==> src/hdl/sls_pkg.sv <==
// Shared definitions for the serial link loss supervisor.
// Holds action codes, link state codes, register indexes and reset values.
// No dependencies.
package sls_pkg;

    // Action codes carried by the input request.
    localparam logic [2:0] ACT_TICK         = 3'd0;
    localparam logic [2:0] ACT_FRAME_CHECK  = 3'd1;
    localparam logic [2:0] ACT_SUPERVISE    = 3'd2;
    localparam logic [2:0] ACT_MANUAL_RESET = 3'd3;
    localparam logic [2:0] ACT_NONE         = 3'd4;

    // Link state codes as reported on the result port.
    localparam logic [1:0] LINK_NORMAL       = 2'd0;
    localparam logic [1:0] LINK_SIGNAL_LOST  = 2'd1;
    localparam logic [1:0] LINK_POWER_LOST   = 2'd2;
    localparam logic [1:0] LINK_RECONNECTING = 2'd3;

    // Configuration register indexes.
    localparam logic [1:0] CFG_SIGNAL_LOST_MS        = 2'd0;
    localparam logic [1:0] CFG_POWER_LOST_MS         = 2'd1;
    localparam logic [1:0] CFG_CRC_FAIL_LIMIT        = 2'd2;
    localparam logic [1:0] CFG_RECONNECT_INTERVAL_MS = 2'd3;

    // Configuration reset values.
    localparam logic [15:0] RST_SIGNAL_LOST_MS        = 16'd100;
    localparam logic [15:0] RST_POWER_LOST_MS         = 16'd1000;
    localparam logic [7:0]  RST_CRC_FAIL_LIMIT        = 8'd5;
    localparam logic [15:0] RST_RECONNECT_INTERVAL_MS = 16'd5000;

    // Saturation point of the millisecond counters.
    localparam logic [15:0] TIME_MAX = 16'hFFFF;

    // Internal link mode, one-hot.
    typedef enum logic [3:0] {
        MODE_NORMAL       = 4'b0001,
        MODE_SIGNAL_LOST  = 4'b0010,
        MODE_POWER_LOST   = 4'b0100,
        MODE_RECONNECTING = 4'b1000
    } link_mode_t;

    // Map the one-hot mode to its reported code.
    function automatic logic [1:0] mode_code(input link_mode_t mode);
        logic [1:0] code;
        case (mode)
            MODE_NORMAL:      code = LINK_NORMAL;
            MODE_SIGNAL_LOST: code = LINK_SIGNAL_LOST;
            MODE_POWER_LOST:  code = LINK_POWER_LOST;
            default:          code = LINK_RECONNECTING;
        endcase
        return code;
    endfunction

endpackage

==> src/hdl/serial_link_loss_supervisor.sv <==
// Top level of the serial link loss supervisor.
// Input register, single-pass state update and result register.
// Depends on sls_pkg.

// The block takes requests while in_stall is low and returns one result per
// request, in order. A request is first held in the input register, then its
// result is loaded into the result register, where out_valid rises and the
// result stays until it is taken while out_stall is low.
// While the result register holds an untaken result and out_stall is high,
// in_stall rises as soon as the input register is also full, so throughput
// stays at one request per cycle whenever the downstream side takes results.
// The link state, the two saturating millisecond counters, the CRC failure
// run and the valid flag all update in the cycle a request leaves the input
// register. Configuration writes take effect on the next clock edge.
module serial_link_loss_supervisor
    import sls_pkg::*;
(
    input  logic        clk,
    input  logic        rst_n,

    input  logic        cfg_we,
    input  logic [1:0]  cfg_index,
    input  logic [15:0] cfg_data,

    input  logic        in_valid,
    output logic        in_stall,
    input  logic [2:0]  action,
    input  logic        crc_good,

    output logic        out_valid,
    input  logic        out_stall,
    output logic [1:0]  link_state,
    output logic        data_valid,
    output logic        power_lost,
    output logic [7:0]  crc_fail_count,
    output logic        restart_request
);

    // Configuration registers.
    logic [15:0] sig_timeout_ms_reg;
    logic [15:0] pwr_timeout_ms_reg;
    logic [7:0]  crc_fail_limit_reg;
    logic [15:0] reconnect_interval_ms_reg;

    // Input stage.
    logic        s1_valid_reg;
    logic [2:0]  s1_action_reg;
    logic        s1_crc_good_reg;

    // Supervisor state.
    link_mode_t  mode_reg, mode_next;
    logic [15:0] ms_good_reg, ms_good_next;
    logic [15:0] ms_restart_reg, ms_restart_next;
    logic [7:0]  fail_run_reg, fail_run_next;
    logic        last_good_reg, last_good_next;
    logic        valid_flag_reg, valid_flag_next;
    logic        restart_next;
    logic        do_update_valid;
    logic        do_restart;

    // Result register.
    logic        out_valid_reg;
    logic [1:0]  link_state_reg;
    logic        data_valid_reg;
    logic        power_lost_reg;
    logic [7:0]  fail_count_reg;
    logic        restart_reg;

    logic        advance;

    // The input stage moves on when the result register is free or being taken.
    assign advance  = !out_valid_reg || !out_stall;
    assign in_stall = s1_valid_reg && !advance;

    // Configuration writes; unknown indexes cannot occur with a two-bit index.
    always_ff @(posedge clk or negedge rst_n)
    begin
        if (!rst_n)
        begin
            sig_timeout_ms_reg        <= RST_SIGNAL_LOST_MS;
            pwr_timeout_ms_reg        <= RST_POWER_LOST_MS;
            crc_fail_limit_reg        <= RST_CRC_FAIL_LIMIT;
            reconnect_interval_ms_reg <= RST_RECONNECT_INTERVAL_MS;
        end
        else if (cfg_we)
        begin
            case (cfg_index)
                CFG_SIGNAL_LOST_MS:        sig_timeout_ms_reg        <= cfg_data;
                CFG_POWER_LOST_MS:         pwr_timeout_ms_reg        <= cfg_data;
                CFG_CRC_FAIL_LIMIT:        crc_fail_limit_reg        <= cfg_data[7:0];
                CFG_RECONNECT_INTERVAL_MS: reconnect_interval_ms_reg <= cfg_data;
                default:                   ;
            endcase
        end
    end

    // Input register.
    always_ff @(posedge clk or negedge rst_n)
    begin
        if (!rst_n)
        begin
            s1_valid_reg <= 1'b0;
        end
        else if (!in_stall)
        begin
            s1_valid_reg <= in_valid;
        end
    end

    always_ff @(posedge clk)
    begin
        if (!in_stall && in_valid)
        begin
            s1_action_reg   <= action;
            s1_crc_good_reg <= crc_good;
        end
    end

    // Next state for the request in the input register.
    always_comb
    begin
        mode_next       = mode_reg;
        ms_good_next    = ms_good_reg;
        ms_restart_next = ms_restart_reg;
        fail_run_next   = fail_run_reg;
        last_good_next  = last_good_reg;
        valid_flag_next = valid_flag_reg;
        restart_next    = 1'b0;
        do_update_valid = 1'b0;
        do_restart      = 1'b0;

        case (s1_action_reg)
            ACT_TICK:
            begin
                if (ms_good_reg != TIME_MAX)
                begin
                    ms_good_next = ms_good_reg + 16'd1;
                end
                if (ms_restart_reg != TIME_MAX)
                begin
                    ms_restart_next = ms_restart_reg + 16'd1;
                end
            end
            ACT_FRAME_CHECK:
            begin
                last_good_next  = s1_crc_good_reg;
                do_update_valid = 1'b1;
                if (s1_crc_good_reg)
                begin
                    fail_run_next = 8'd0;
                    ms_good_next  = 16'd0;
                    mode_next     = MODE_NORMAL;
                end
                else if (fail_run_reg < crc_fail_limit_reg)
                begin
                    fail_run_next = fail_run_reg + 8'd1;
                end
            end
            ACT_SUPERVISE:
            begin
                do_update_valid = 1'b1;
                case (mode_reg)
                    MODE_NORMAL:
                    begin
                        if (ms_good_reg > pwr_timeout_ms_reg)
                        begin
                            mode_next = MODE_POWER_LOST;
                        end
                        else if (ms_good_reg > sig_timeout_ms_reg)
                        begin
                            mode_next = MODE_SIGNAL_LOST;
                        end
                    end
                    MODE_POWER_LOST:
                    begin
                        do_restart = (ms_restart_reg > reconnect_interval_ms_reg);
                    end
                    default:
                    begin
                        if (ms_good_reg > pwr_timeout_ms_reg)
                        begin
                            mode_next = MODE_POWER_LOST;
                        end
                    end
                endcase
            end
            ACT_MANUAL_RESET:
            begin
                do_restart = 1'b1;
            end
            default:
            begin
            end
        endcase

        // Receiver restart, manual or automatic.
        if (do_restart)
        begin
            fail_run_next   = 8'd0;
            mode_next       = MODE_RECONNECTING;
            ms_good_next    = 16'd0;
            ms_restart_next = 16'd0;
            restart_next    = 1'b1;
        end

        // Debounced valid flag, from the updated state.
        if (do_update_valid)
        begin
            if (mode_next != MODE_NORMAL || fail_run_next >= crc_fail_limit_reg)
            begin
                valid_flag_next = 1'b0;
            end
            else if (last_good_next)
            begin
                valid_flag_next = 1'b1;
            end
        end
    end

    // State and result valid update when the request leaves the input stage.
    always_ff @(posedge clk or negedge rst_n)
    begin
        if (!rst_n)
        begin
            mode_reg       <= MODE_RECONNECTING;
            ms_good_reg    <= 16'd0;
            ms_restart_reg <= 16'd0;
            fail_run_reg   <= 8'd0;
            last_good_reg  <= 1'b0;
            valid_flag_reg <= 1'b0;
            out_valid_reg  <= 1'b0;
        end
        else if (advance)
        begin
            out_valid_reg <= s1_valid_reg;
            if (s1_valid_reg)
            begin
                mode_reg       <= mode_next;
                ms_good_reg    <= ms_good_next;
                ms_restart_reg <= ms_restart_next;
                fail_run_reg   <= fail_run_next;
                last_good_reg  <= last_good_next;
                valid_flag_reg <= valid_flag_next;
            end
        end
    end

    // Result payload.
    always_ff @(posedge clk)
    begin
        if (advance && s1_valid_reg)
        begin
            link_state_reg <= mode_code(mode_next);
            data_valid_reg <= valid_flag_next;
            power_lost_reg <= (mode_next == MODE_POWER_LOST);
            fail_count_reg <= fail_run_next;
            restart_reg    <= restart_next;
        end
    end

    assign out_valid       = out_valid_reg;
    assign link_state      = link_state_reg;
    assign data_valid      = data_valid_reg;
    assign power_lost      = power_lost_reg;
    assign crc_fail_count  = fail_count_reg;
    assign restart_request = restart_reg;

endmodule

==> config.mk <==
export PLATFORM = sky130hd
export DESIGN_NAME = serial_link_loss_supervisor
export DESIGN_NICKNAME = d
export VERILOG_FILES = /design/src/hdl/sls_pkg.sv /design/src/hdl/serial_link_loss_supervisor.sv
export SDC_FILE = /design/constraint.sdc
export NUM_CORES = 1
export LEC_CHECK = 0
export BUFFER_PORTS_ARGS = -buffer_cell sky130_fd_sc_hd__buf_2
export CORE_MARGIN = 4
export CORE_UTILIZATION = 30
export CTS_CLUSTER_SIZE = 8
export DETAILED_ROUTE_END_ITERATION = 6
export GPL_TIMING_DRIVEN = 0
export REMOVE_ABC_BUFFERS = 1
export SKIP_CTS_REPAIR_TIMING = 1
export SLEW_MARGIN = 20
export SYNTH_ARGS = -nofsm -noshare
export SYNTH_HDL_FRONTEND = slang
export SYNTH_SLANG_ARGS = --single-unit
export TNS_END_PERCENT = 30
==> constraint.sdc <==
create_clock -name clk -period 10.6 [get_ports clk]
set_clock_uncertainty 0.1 [all_clocks]
set_input_delay 1.06 -clock clk [delete_from_list [all_inputs] [get_ports clk]]
set_output_delay 1.06 -clock clk [all_outputs]
set_load 0.02 [all_outputs]
==> results of run 1 <==
-- cell families (layout without fill, tap and decap cells) --
group / after synthesis / count (layout) / synth area share, %
simple gates: 209 / 209 / 15.3
compound gates: 145 / 145 / 12.9
flops: 121 / 121 / 45.4
buf+inv: 78 / 138 / 4.37
fa+ha+maj: 66 / 66 / 12.0
mux: 43 / 43 / 7.01
xor+xnor: 24 / 24 / 3.04
-- critical path, delay by kind of cell (launching register included) --
family	cells	cell delay, ps
AOI/OAI and AO/OA	8	2030
and+or+nand+nor	6	1460
adders and majority gates	2	550
DFF	1	520
buffers and inverters	1	40
-- metrics by stage --
stage / cell area (um^2) / instances
2_1_floorplan: 6840 / 670
3_3_place_gp: 7400 / 996
3_5_place_dp: 7460 / 999
4_1_cts: 8020 / 1031
5_1_grt: 8020 / 1031
6_report: 8020 / 1031
-- where the power goes --
part | internal (mW) | switching, mW
Combinational | 0.118 | 0.147
Clock | 0.348 | 0.211
Sequential | 0.549 | 0.0451
Total | 1.01 | 0.402
-- worst paths after layout --
path                                              start               endpoint  cells past startpoint
min reg2reg                                s1_valid_reg              out_valid                      1
min in group asynchronous                         rst_n  pwr_timeout_ms_reg[2]                      1
max in group asynchronous                         rst_n            mode_reg[3]                      2
max reg2reg                reconnect_interval_ms_reg[9]             data_valid                     17
min                                        s1_valid_reg              out_valid                      1
max                        reconnect_interval_ms_reg[9]             data_valid                     17
-- Yosys cell counts (6+ instances only) --
| master | n | share of area [%] |
|---|---|---|
| nand2_1 | 55 | 3.0 |
| nand2b_1 | 13 | 1.2 |
| xnor2_1 | 7 | 0.89 |
| ha_1 | 66 | 12 |
| nor2_1 | 48 | 2.6 |
| dfrtp_1 | 87 | 32 |
| inv_1 | 62 | 3.4 |
| o21ai_0 | 54 | 3.9 |
| dfstp_2 | 17 | 6.5 |
| edfxtp_1 | 17 | 7.4 |
| a21o_1 | 12 | 1.3 |
| nand4_1 | 16 | 1.4 |
| and2_1 | 8 | 0.72 |
| clkbuf_1 | 13 | 0.71 |
| mux2_2 | 43 | 7.0 |
| nand3_1 | 21 | 1.5 |
| a21oi_1 | 32 | 2.3 |
| o31ai_1 | 11 | 1.2 |
| xor2_1 | 17 | 2.2 |
| nor3_1 | 6 | 0.43 |
| and3_1 | 10 | 0.91 |
| o21ai_1 | 9 | 0.65 |
-- layer usage --
layer	wire (um)	track usage, %	vias to the layer above
met3	569	3.10	19
li1	-	-	2547
met2	6820	19.1	78
met1	7780	17.6	2437
met4	262	4.18	0
met5	0	0	-
-- layout make-up --
type	count	area share, %
clock buffers	25	6.19
clock inverters	7	0.811
inverters	62	2.90
multi-input cells	487	43.4
flip-flops and latches	121	39.1
well taps	285	4.45
repair buffers	44	3.17
==> metrics.md, run 1 <==
| Metric | Value |
|---|---|
| Outcome | complete, no violations |
| Fin crit period | 4870 ps |
| PD cells | 177 mW/mm^2 |
| Worst setup margin | 5730 ps |
| Total Power | 1.42 mW |
| Synth warnings | 0 |
| Latest clock arrival within the worst-skew pair | 420 ps |
| DR WL/cell | 15.0 um |
| Hold Slack | 370 ps |
| Hold Crit Class | flop to flop |
| RSZ-0062 raised after global routing | no |
| Total GRT Usage | 12.6% |
| Detail Route Antenna Nets | 0 |
| Normalized max-slew margin | 29.7% |
| Starting Density | 30.5% |
| WS Path Type | flop to flop |
| Worst VDD drop | 118 uV |
| CP max-delay cell | o21ai_0 |
| Num ports | 42 |
| Number of global-route vias before repair | 4998 |
| #FFs+latches synth | 121 |
| Syn-to-layout area delta | 16.1% |
| Nets | 826 |
| Commonest non-fill, non-tap cell in the layout | dfrtp_1 |
| PortBufs | 41 |
| H-tree levels | 4 |
| Worst-path cell chain | inv_1 -> ha_1 -> nand4_1 -> nor4_1 -> nor2_1 -> o21ai_0 -> o21ai_1 -> nand2b_1 -> ha_1 -> nand2b_1 -> a21o_1 -> a21o_1 -> a21oi_1 -> o21ai_0 -> nor4b_1 -> a21oi_1 -> a21oi_1 |
| Worst-path clk slew | 60 ps |
| Tcrit/Tclk final | 45.9% |
| Core ar. | 0.0226 mm^2 |
| Initial antenna violation count | 0 |
| Largest net degree at the start of global routing | 71 |
| CTS root buffer | clkbuf_16 |
| CTS sink count | 121 |
| Post-synthesis average cell area | 10.1 um^2 |
| EDFF count, synth | 17 |
| Clock Tree Buf Depth | 2 |
| Most frequent cells in the layout | dfrtp_1 (87), ha_1 (66), inv_1 (62) |
| Drt initial violations | 298 |
| Asr flop ratio synth | 86.0% |
| Antenna Cells | 0 |
| DRC Markers | 0 |
| Most used cell, CP | a21oi_1 |
| Num CTS Buffers | 17 |
| Setup violations, final | 0 |
| Worst-margin pin slew | 1050 ps |
| R2R setup slack | 5730 ps |
| Area of the multi-input gates | 0.00348 mm^2 |
| Die X | 160 um |
| DIE HEIGHT | 160 um |
| Pre-CTS WS | 5790 ps |
| Crit path arrival time | 5040 ps |
| CP max stage delay | 630 ps |
| TritonCTS clock tree | done |
| Rows | 55 |
| Leak | 3.75 nW |
| Seq/Total Area, Yosys | 45.4% |
| Crit path required time | 10770 ps |
| Share of cells above drive strength 1 | 18.8% |
| GRT overflow | 0 |
| Synth Flop Type | dfrtp_1 |
| Critical Path End Type | flop |
| Slew Limit Fails | 0 |
| Critical Path Start Type | flop |
| Max-cap viol count | 0 |
| Final Core Density | 35.4% |
| Vias | 5081 |
| Synthesized area | 0.00691 mm^2 |
| Seq. cell area | 0.00313 mm^2 |
| Placed wire-length estimate | 11.4 mm |
| Vias per inst | 4.93 |
| Fin. Hold Viols | 0 |
| Fill cells | 2283 |
| First-pass GRT wire length | 25.8 mm |
| Setup TNS Final | 0 ps |
| GPL Wtd Cong | 0.805 |
| First-pass detailed-route iteration total | 5 |
| Final WL | 15.4 mm |
| Fmax | 205 MHz |
| Die Footprint | 0.0255 mm^2 |
| Gate count of the mapped netlist | 686 |
| CP Max Fanout | 16 |
| Yosys cell types | 60 |
No activity file was read; power rests on OpenSTA's default activity.
==> run 2: changes to the inputs <==
- ABC_AREA: default -> 1
- clock period: 10.6 -> 4.67 ns (I/O delays scaled with it)
==> run 2 against run 1 <==
Net effect: die area up 3.4%; sequential power increased by 140%; synthesized area is 3.6% higher; sequential share of layout area down 1.4 points; hold slack got worse by 250 ps; core utilization is essentially flat; wire length up 7.2%; global-route usage increased by 0.56 points; critical path type unchanged; largest cell class unchanged; highest routed layer unchanged.
==> metrics.md, run 2 <==
| Metric | Value |
|---|---|
| Synthesized area | 0.00715 mm^2 (was 0.00691 mm^2) |
| Yosys cell types | 43 (was 60) |
| CP max-delay cell | dfstp_2 (was o21ai_0) |
| First-pass GRT wire length | 27.7 mm (was 25.8 mm) |
| Tcrit/Tclk final | 76.8% (was 45.9%) |
| Worst-path cell chain | inv_1 -> ha_1 -> nand2_1 -> nand2_1 -> nand2_1 -> nand2_1 -> a21oi_1 -> nand3_2 -> nand3_2 -> nand2_4 -> nor2_2 -> nand3_1 -> inv_1 -> ha_1 -> a21oi_1 -> o21a_1 -> o221ai_1 -> nor2_1 -> nand4_1 -> a21boi_0 (was inv_1 -> ha_1 -> nand4_1 -> nor4_1 -> nor2_1 -> o21ai_0 -> o21ai_1 -> nand2b_1 -> ha_1 -> nand2b_1 -> a21o_1 -> a21o_1 -> a21oi_1 -> o21ai_0 -> nor4b_1 -> a21oi_1 -> a21oi_1) |
| Final WL | 16.6 mm (was 15.4 mm) |
| Crit path required time | 4830 ps (was 10770 ps) |
| EDFF count, synth | 17 (unchanged) |
| First-pass detailed-route iteration total | 5 (unchanged) |
| DRC Markers | 0 (unchanged) |
| Seq/Total Area, Yosys | 43.8% (was 45.4%) |
| Worst-margin pin slew | 760 ps (was 1050 ps) |
| Fmax | 279 MHz (was 205 MHz) |
| Asr flop ratio synth | 86.0% (unchanged) |
| Most frequent cells in the layout | nand2_1 (203), inv_1 (158), o21ai_0 (91) (was dfrtp_1 (87), ha_1 (66), inv_1 (62)) |
| Setup violations, final | 0 (unchanged) |
| Worst setup margin | 1080 ps (was 5730 ps) |
| Normalized max-slew margin | 49.2% (was 29.7%) |
| Number of global-route vias before repair | 5582 (was 4998) |
| Die Footprint | 0.0264 mm^2 (was 0.0255 mm^2) |
| Max-cap viol count | 0 (unchanged) |
| Worst-path clk slew | 60 ps (about the same) |
| Most used cell, CP | nand2_1 (was a21oi_1) |
| Syn-to-layout area delta | 16.3% (was 16.1%) |
| PD cells | 448 mW/mm^2 (was 177 mW/mm^2) |
| CP max stage delay | 530 ps (was 630 ps) |
| Latest clock arrival within the worst-skew pair | 430 ps (was 420 ps) |
| CP Max Fanout | 6 (was 16) |
| PortBufs | 41 (unchanged) |
| Pre-CTS WS | 1100 ps (was 5790 ps) |
| Critical Path Start Type | flop (unchanged) |
| Die X | 162 um (was 160 um) |
| Num ports | 42 (unchanged) |
| Commonest non-fill, non-tap cell in the layout | nand2_1 (was dfrtp_1) |
| Hold Crit Class | primary input to flop (was flop to flop) |
| Post-synth top area share | 30.4% (was 31.5%) |
| Largest net degree at the start of global routing | 63 (was 71) |
| #FFs+latches synth | 121 (unchanged) |
| Total Power | 3.73 mW (was 1.42 mW) |
| Largest area contributor in the netlist | dfrtp_1 (unchanged) |
| DR WL/cell | 13.1 um (was 15.0 um) |
| Vias | 5733 (was 5081) |
| WS Path Type | flop to flop (unchanged) |
| Synth Flop Type | dfrtp_1 (unchanged) |
| Synth area leaders | dfrtp_1 (30%), ha_1 (12%), nand2_1 (11%) (was dfrtp_1 (32%), ha_1 (12%), edfxtp_1 (7.4%)) |
| Setup TNS Final | 0 ps (unchanged) |
| Synth warnings | 0 (unchanged) |
| GRT overflow | 0 (unchanged) |
| Antenna Cells | 0 (unchanged) |
| Nets | 1020 (was 826) |
| Fin. Hold Viols | 0 (unchanged) |
| TritonCTS clock tree | done (unchanged) |
| DIE HEIGHT | 162 um (was 160 um) |
| Core ar. | 0.0235 mm^2 (was 0.0226 mm^2) |
| Rows | 56 (was 55) |
| Share of cells above drive strength 1 | 13.2% (was 18.8%) |
| Count leader, synth | nand2_1 (was dfrtp_1) |
| Leak | 4.16 nW (was 3.75 nW) |
| Post-synthesis average cell area | 8.13 um^2 (was 10.1 um^2) |
| Critical Path End Type | flop (unchanged) |
| Final Core Density | 35.5% (was 35.4%) |
| Outcome | complete, no violations (unchanged) |
| GPL Wtd Cong | 0.830 (was 0.805) |
| Initial antenna violation count | 0 (unchanged) |
| Most frequent cells after synthesis | nand2_1 (203), inv_1 (158), o21ai_0 (91), dfrtp_1 (87), ha_1 (66) (was dfrtp_1 (87), ha_1 (66), inv_1 (62), nand2_1 (55), o21ai_0 (54)) |
| Worst VDD drop | 228 uV (was 118 uV) |
| CTS root buffer | clkbuf_16 (unchanged) |
| Detail Route Antenna Nets | 0 (unchanged) |
| Num CTS Buffers | 17 (unchanged) |
| Starting Density | 30.5% (about the same) |
| RSZ-0062 raised after global routing | no (unchanged) |
| Total GRT Usage | 13.1% (was 12.6%) |
| Drt initial violations | 239 (was 298) |
| Vias per inst | 4.55 (was 4.93) |
| H-tree levels | 4 (unchanged) |
| CTS sink count | 121 (unchanged) |
| Crit path arrival time | 3750 ps (was 5040 ps) |
| Slew Limit Fails | 0 (unchanged) |
| Fin crit period | 3590 ps (was 4870 ps) |
| Gate count of the mapped netlist | 880 (was 686) |
| Placed wire-length estimate | 12.1 mm (was 11.4 mm) |
| Clock Tree Buf Depth | 2 (unchanged) |
-- run 2: changes by cell type after synthesis, moves of 8 or more --
cell / change
and2_1: -8
mux2_2: -43
xor2_1: -9
o21ai_0: +37
a21o_1: -11
nand2_1: +148
nand2b_1: -13
nand3_1: +11
and3_1: -9
inv_1: +96
-- run 2: logic make-up after synthesis --
logic type | share of synthesized area (%)
compound gates | 12.4
xor+xnor | 1.10
fa+ha+maj | 11.5
buf+inv | 9.60
flops | 43.8
simple gates | 21.6
-- run 2: path summary, 6_finish.rpt --
| path | start | slack, ps | endpoint | cells after the start |
|---|---|---|---|---|
| max in group asynchronous | rst_n | 3330 | reconnect_interval_ms_reg[7] | 3 |
| min | crc_good | 120 | s1_crc_good_reg | 1 |
| min in group asynchronous | rst_n | 450 | sig_timeout_ms_reg[4] | 2 |
| max | reconnect_interval_ms_reg[9] | 1080 | data_valid | 20 |
| max reg2reg | reconnect_interval_ms_reg[9] | 1080 | data_valid | 20 |
| min reg2reg | reconnect_interval_ms_reg[11] | 380 | reconnect_interval_ms_reg[11] | 2 |
-- run 2: worst max-delay path, delay by kind of cell, from the launching register on --
kind	cells	cell delay, ps
AO/OA/AOI/OAI	5	880
buffers and inverters	2	140
AND/OR/NAND/NOR	11	1240
flip-flops	1	530
adder cells (fa/ha/maj)	2	530
-- run 2: layout make-up --
| class | instances | area (um^2) |
|---|---|---|
| clock buffers | 19 | 454 |
| clock inverters | 13 | 119 |
| fillers | 2467 | 15100 |
| inverters | 163 | 614 |
| multi-input cells | 581 | 3350 |
| flip-flops and latches | 121 | 3130 |
| well taps | 319 | 399 |
| repair buffers | 43 | 249 |
-- run 2: power breakdown --
part	total (mW)	leakage, nW	switching, mW	internal [mW]
Sequential	1.45	1.47	0.162	1.29
Combinational	0.990	2.41	0.621	0.369
Clock	1.28	0.275	0.516	0.765
Total	3.73	4.16	1.30	2.43
-- run 2: layer usage --
layer,part of all wire (%),up-vias,wire length (um),global-route usage (%)
met3,3.8,15,631,3.11
met1,49,2677,8060,17.4
met5,0,-,0,0
met4,1.2,0,197,3.46
li1,-,2965,-,-
met2,46,76,7670,21.7
-- run 2: stage by stage --
stage	cell area [um^2]	cells	hold WS [ps]
after detailed placement	7720	1226	334
after floorplan	7080	865	71.4
after CTS	8300	1258	-116
after global routing	8320	1259	109
after global placement	7690	1225	351
final	8320	1259	119
==> run 3: changes to the inputs <==
- ABC_AREA: 1 -> 0
- clock period: 4.67 -> 3.43 ns (I/O delays scaled with it)
==> run 3 against run 2 <==
Net effect: global-route usage down 0.56 points; wire length is 0.81% lower; the run now ends with setup timing left; sequential share of layout area fell by 1.2 points; worst setup slack worse by 1400 ps; via count decreased by 7.8%; flip-flop and latch count is the same; core utilization rose by 2.7 points; largest cell class unchanged; first-iteration DRC count rose by 51%; design area increased by 3.7%.
==> metrics.md, run 3 (synthesis results as in run 1) <==
| Metric | Value |
|---|---|
| CTS root buffer | clkbuf_16 (unchanged) |
| Most frequent cells in the layout | dfrtp_1 (80), inv_1 (61), ha_1 (59) (was nand2_1 (203), inv_1 (158), o21ai_0 (91)) |
| Hold Slack | 19.8 ps (was 119 ps) |
| Setup violations, final | 2 (was 0) |
| GPL Wtd Cong | 0.805 (was 0.830) |
| H-tree levels | 4 (unchanged) |
| Layout Cells excl Fill | 1068 (was 1259) |
| Starting Density | 30.5% (about the same) |
| Die X | 160 um (was 162 um) |
| Number of global-route vias before repair | 4998 (was 5582) |
| Crit path required time | 3600 ps (was 4830 ps) |
| DP Area | 0.00746 mm^2 (was 0.00772 mm^2) |
| Clk pwr share | 38.0% (was 34.4%) |
| Critical Path End Type | flop (unchanged) |
| Design Area, Final | 0.00863 mm^2 (was 0.00832 mm^2) |
| Final Core Density | 38.1% (was 35.5%) |
| RSZ-0062 raised after global routing | yes (was no) |
| Critical Path Start Type | flop (unchanged) |
| Worst VDD drop | 367 uV (was 228 uV) |
| Worst-path cell chain | inv_1 -> ha_1 -> nand4_1 -> buf_4 -> nor4_2 -> nor2_1 -> o21ai_4 -> o21ai_4 -> buf_6 -> buf_4 -> nor2_4 -> ha_4 -> a21o_1 -> a21o_1 -> a21oi_2 -> o21ai_2 -> nor4b_2 -> a21oi_1 -> a21oi_1 (was inv_1 -> ha_1 -> nand2_1 -> nand2_1 -> nand2_1 -> nand2_1 -> a21oi_1 -> nand3_2 -> nand3_2 -> nand2_4 -> nor2_2 -> nand3_1 -> inv_1 -> ha_1 -> a21oi_1 -> o21a_1 -> o221ai_1 -> nor2_1 -> nand4_1 -> a21boi_0) |
| Worst-margin pin slew | 917 ps (was 760 ps) |
| Syn-to-layout area delta | 25.0% (was 16.3%) |
| Reg power frac | 40.4% (was 39.0%) |
| Rows | 55 (was 56) |
| Largest net degree at the start of global routing | 71 (was 63) |
| Area of the multi-input gates | 0.00377 mm^2 (was 0.00335 mm^2) |
| TritonCTS clock tree | done (unchanged) |
| First-pass detailed-route iteration total | 4 (was 5) |
| Normalized max-slew margin | 38.3% (was 49.2%) |
| Seq. cell area | 0.00314 mm^2 (was 0.00313 mm^2) |
| First-pass GRT wire length | 25.8 mm (was 27.7 mm) |
| PD cells | 528 mW/mm^2 (was 448 mW/mm^2) |
| Antenna Cells | 0 (unchanged) |
| Fmax | 265 MHz (was 279 MHz) |
| Total GRT Usage | 12.6% (was 13.1%) |
| Commonest non-fill, non-tap cell in the layout | dfrtp_1 (was nand2_1) |
| Violated checks | setup timing |
| Die Footprint | 0.0255 mm^2 (was 0.0264 mm^2) |
| Total Power | 4.56 mW (was 3.73 mW) |
| Clock Tree Buf Depth | 2 (unchanged) |
| Final WL | 16.4 mm (was 16.6 mm) |
| CTS sink count | 121 (unchanged) |
| Placed wire-length estimate | 11.4 mm (was 12.1 mm) |
| Outcome | complete, but fails checks (was complete, no violations) |
| Detail Route Antenna Nets | 0 (unchanged) |
| Initial antenna violation count | 0 (unchanged) |
| CP Max Fanout | 6 (unchanged) |
| Leak | 3.96 nW (was 4.16 nW) |
| WS Path Type | flop to flop (unchanged) |
| Slew Limit Fails | 0 (unchanged) |
| Sw frac | 29.2% (was 34.9%) |
| Fill cells | 2204 (was 2467) |
| CP max stage delay | 520 ps (was 530 ps) |
| Core ar. | 0.0226 mm^2 (was 0.0235 mm^2) |
| DRC Markers | 0 (unchanged) |
| Tcrit/Tclk final | 110% (was 76.8%) |
| PortBufs | 41 (unchanged) |
| Logic gate share of total power | 21.6% (was 26.6%) |
| Max-cap viol count | 0 (unchanged) |
| Latest clock arrival within the worst-skew pair | 430 ps (about the same) |
| Num CTS Buffers | 17 (unchanged) |
| Cells after DPL | 999 (was 1226) |
| Drt initial violations | 361 (was 239) |
| Worst setup margin | -349 ps (was 1080 ps) |
| DIE HEIGHT | 160 um (was 162 um) |
| Net load switching power | 1.33 mW (was 1.30 mW) |
| Buf/Inv on CP | 4 (was 2) |
| Vias | 5288 (was 5733) |
| Share of cells above drive strength 1 | 27.5% (was 13.2%) |
| Fin. Hold Viols | 0 (unchanged) |
| Hold Crit Class | primary input to flop (unchanged) |
| CP max-delay cell | dfstp_2 (unchanged) |
| Internal power | 3.23 mW (was 2.43 mW) |
| Nets | 863 (was 1020) |
| Fin crit period | 3780 ps (was 3590 ps) |
| Crit path arrival time | 3950 ps (was 3750 ps) |
| Vias per inst | 4.95 (was 4.55) |
| GRT overflow | 0 (unchanged) |
| Num ports | 42 (unchanged) |
| Critical path's top delay family | compound AO/OA/AOI/OAI gates (was simple AND/OR/NAND/NOR gates) |
| DR WL/cell | 15.4 um (was 13.1 um) |
| Worst-path clk slew | 60 ps (about the same) |
run 3: cell count changes in the layout (fill, tap and decap cells not counted), moves of 11 or more:
cell	change
nand2_1	-150
a21oi_1	-14
mux2_2	+43
a21o_1	+11
buf_4	+31
inv_1	-97
o21ai_0	-41
nand2b_1	+11
run 3: worst paths after layout:
path	from	end	slack, ps	depth (start not counted)
setup / recovery	reconnect_interval_ms_reg[8]	data_valid	-350	19
hold / removal	in_valid	s1_valid_reg	20	2
setup reg to reg	reconnect_interval_ms_reg[8]	data_valid	-350	19
hold reg to reg	s1_valid_reg	out_valid	370	1
max in group asynchronous	rst_n	mode_reg[3]	2210	3
min in group asynchronous	rst_n	pwr_timeout_ms_reg[2]	300	2
run 3: power groups by stage:
| stage | Combinational, mW | Sequential (mW) | Clock [mW] |
|---|---|---|---|
| finish | 0.985 | 1.84 | 1.73 |
| detailed placement | 0.827 | 1.86 | 0 |
| global route | 1.12 | 1.87 | 1.84 |
| CTS | 0.832 | 1.84 | 1.76 |
| floorplan | 0.580 | 1.85 | 0 |
| global placement | 0.794 | 1.86 | 0 |
run 3: layout make-up:
| class | count | area share [%] |
|---|---|---|
| flip-flops and latches | 121 | 36.4 |
| inverters | 62 | 2.70 |
| well taps | 285 | 4.13 |
| clock inverters | 7 | 0.754 |
| clock buffers | 25 | 5.76 |
| repair buffers | 81 | 6.54 |
| multi-input cells | 487 | 43.7 |
run 3: worst register-to-register path: stages (launching register included):
cell	delay (ps)
dfstp_2	520
inv_1	40
ha_1	270
nand4_1	130
buf_4	190
nor4_2	220
nor2_1	100
o21ai_4	210
o21ai_4	130
buf_6	150
buf_4	140
nor2_4	120
ha_4	220
a21o_1	170
a21o_1	160
a21oi_2	130
o21ai_2	80
nor4b_2	320
a21oi_1	110
a21oi_1	140
run 3: metrics by stage:
step           setup WS, ps  setup TNS, ps
6_report               -349           -659
5_1_grt                -494          -1100
4_1_cts               -1450          -3400
3_5_place_dp          -1380          -3070
3_3_place_gp          -1290          -3950
2_1_floorplan          -516          -1020
run 3: routing by layer:
metal / routed length (um) / part of all wire, % / global-route usage [%]
met2: 7540 / 46 / 19.1
met5: 0 / 0 / 0
met4: 232 / 1.4 / 4.18
met3: 619 / 3.8 / 3.10
met1: 8030 / 49 / 17.6
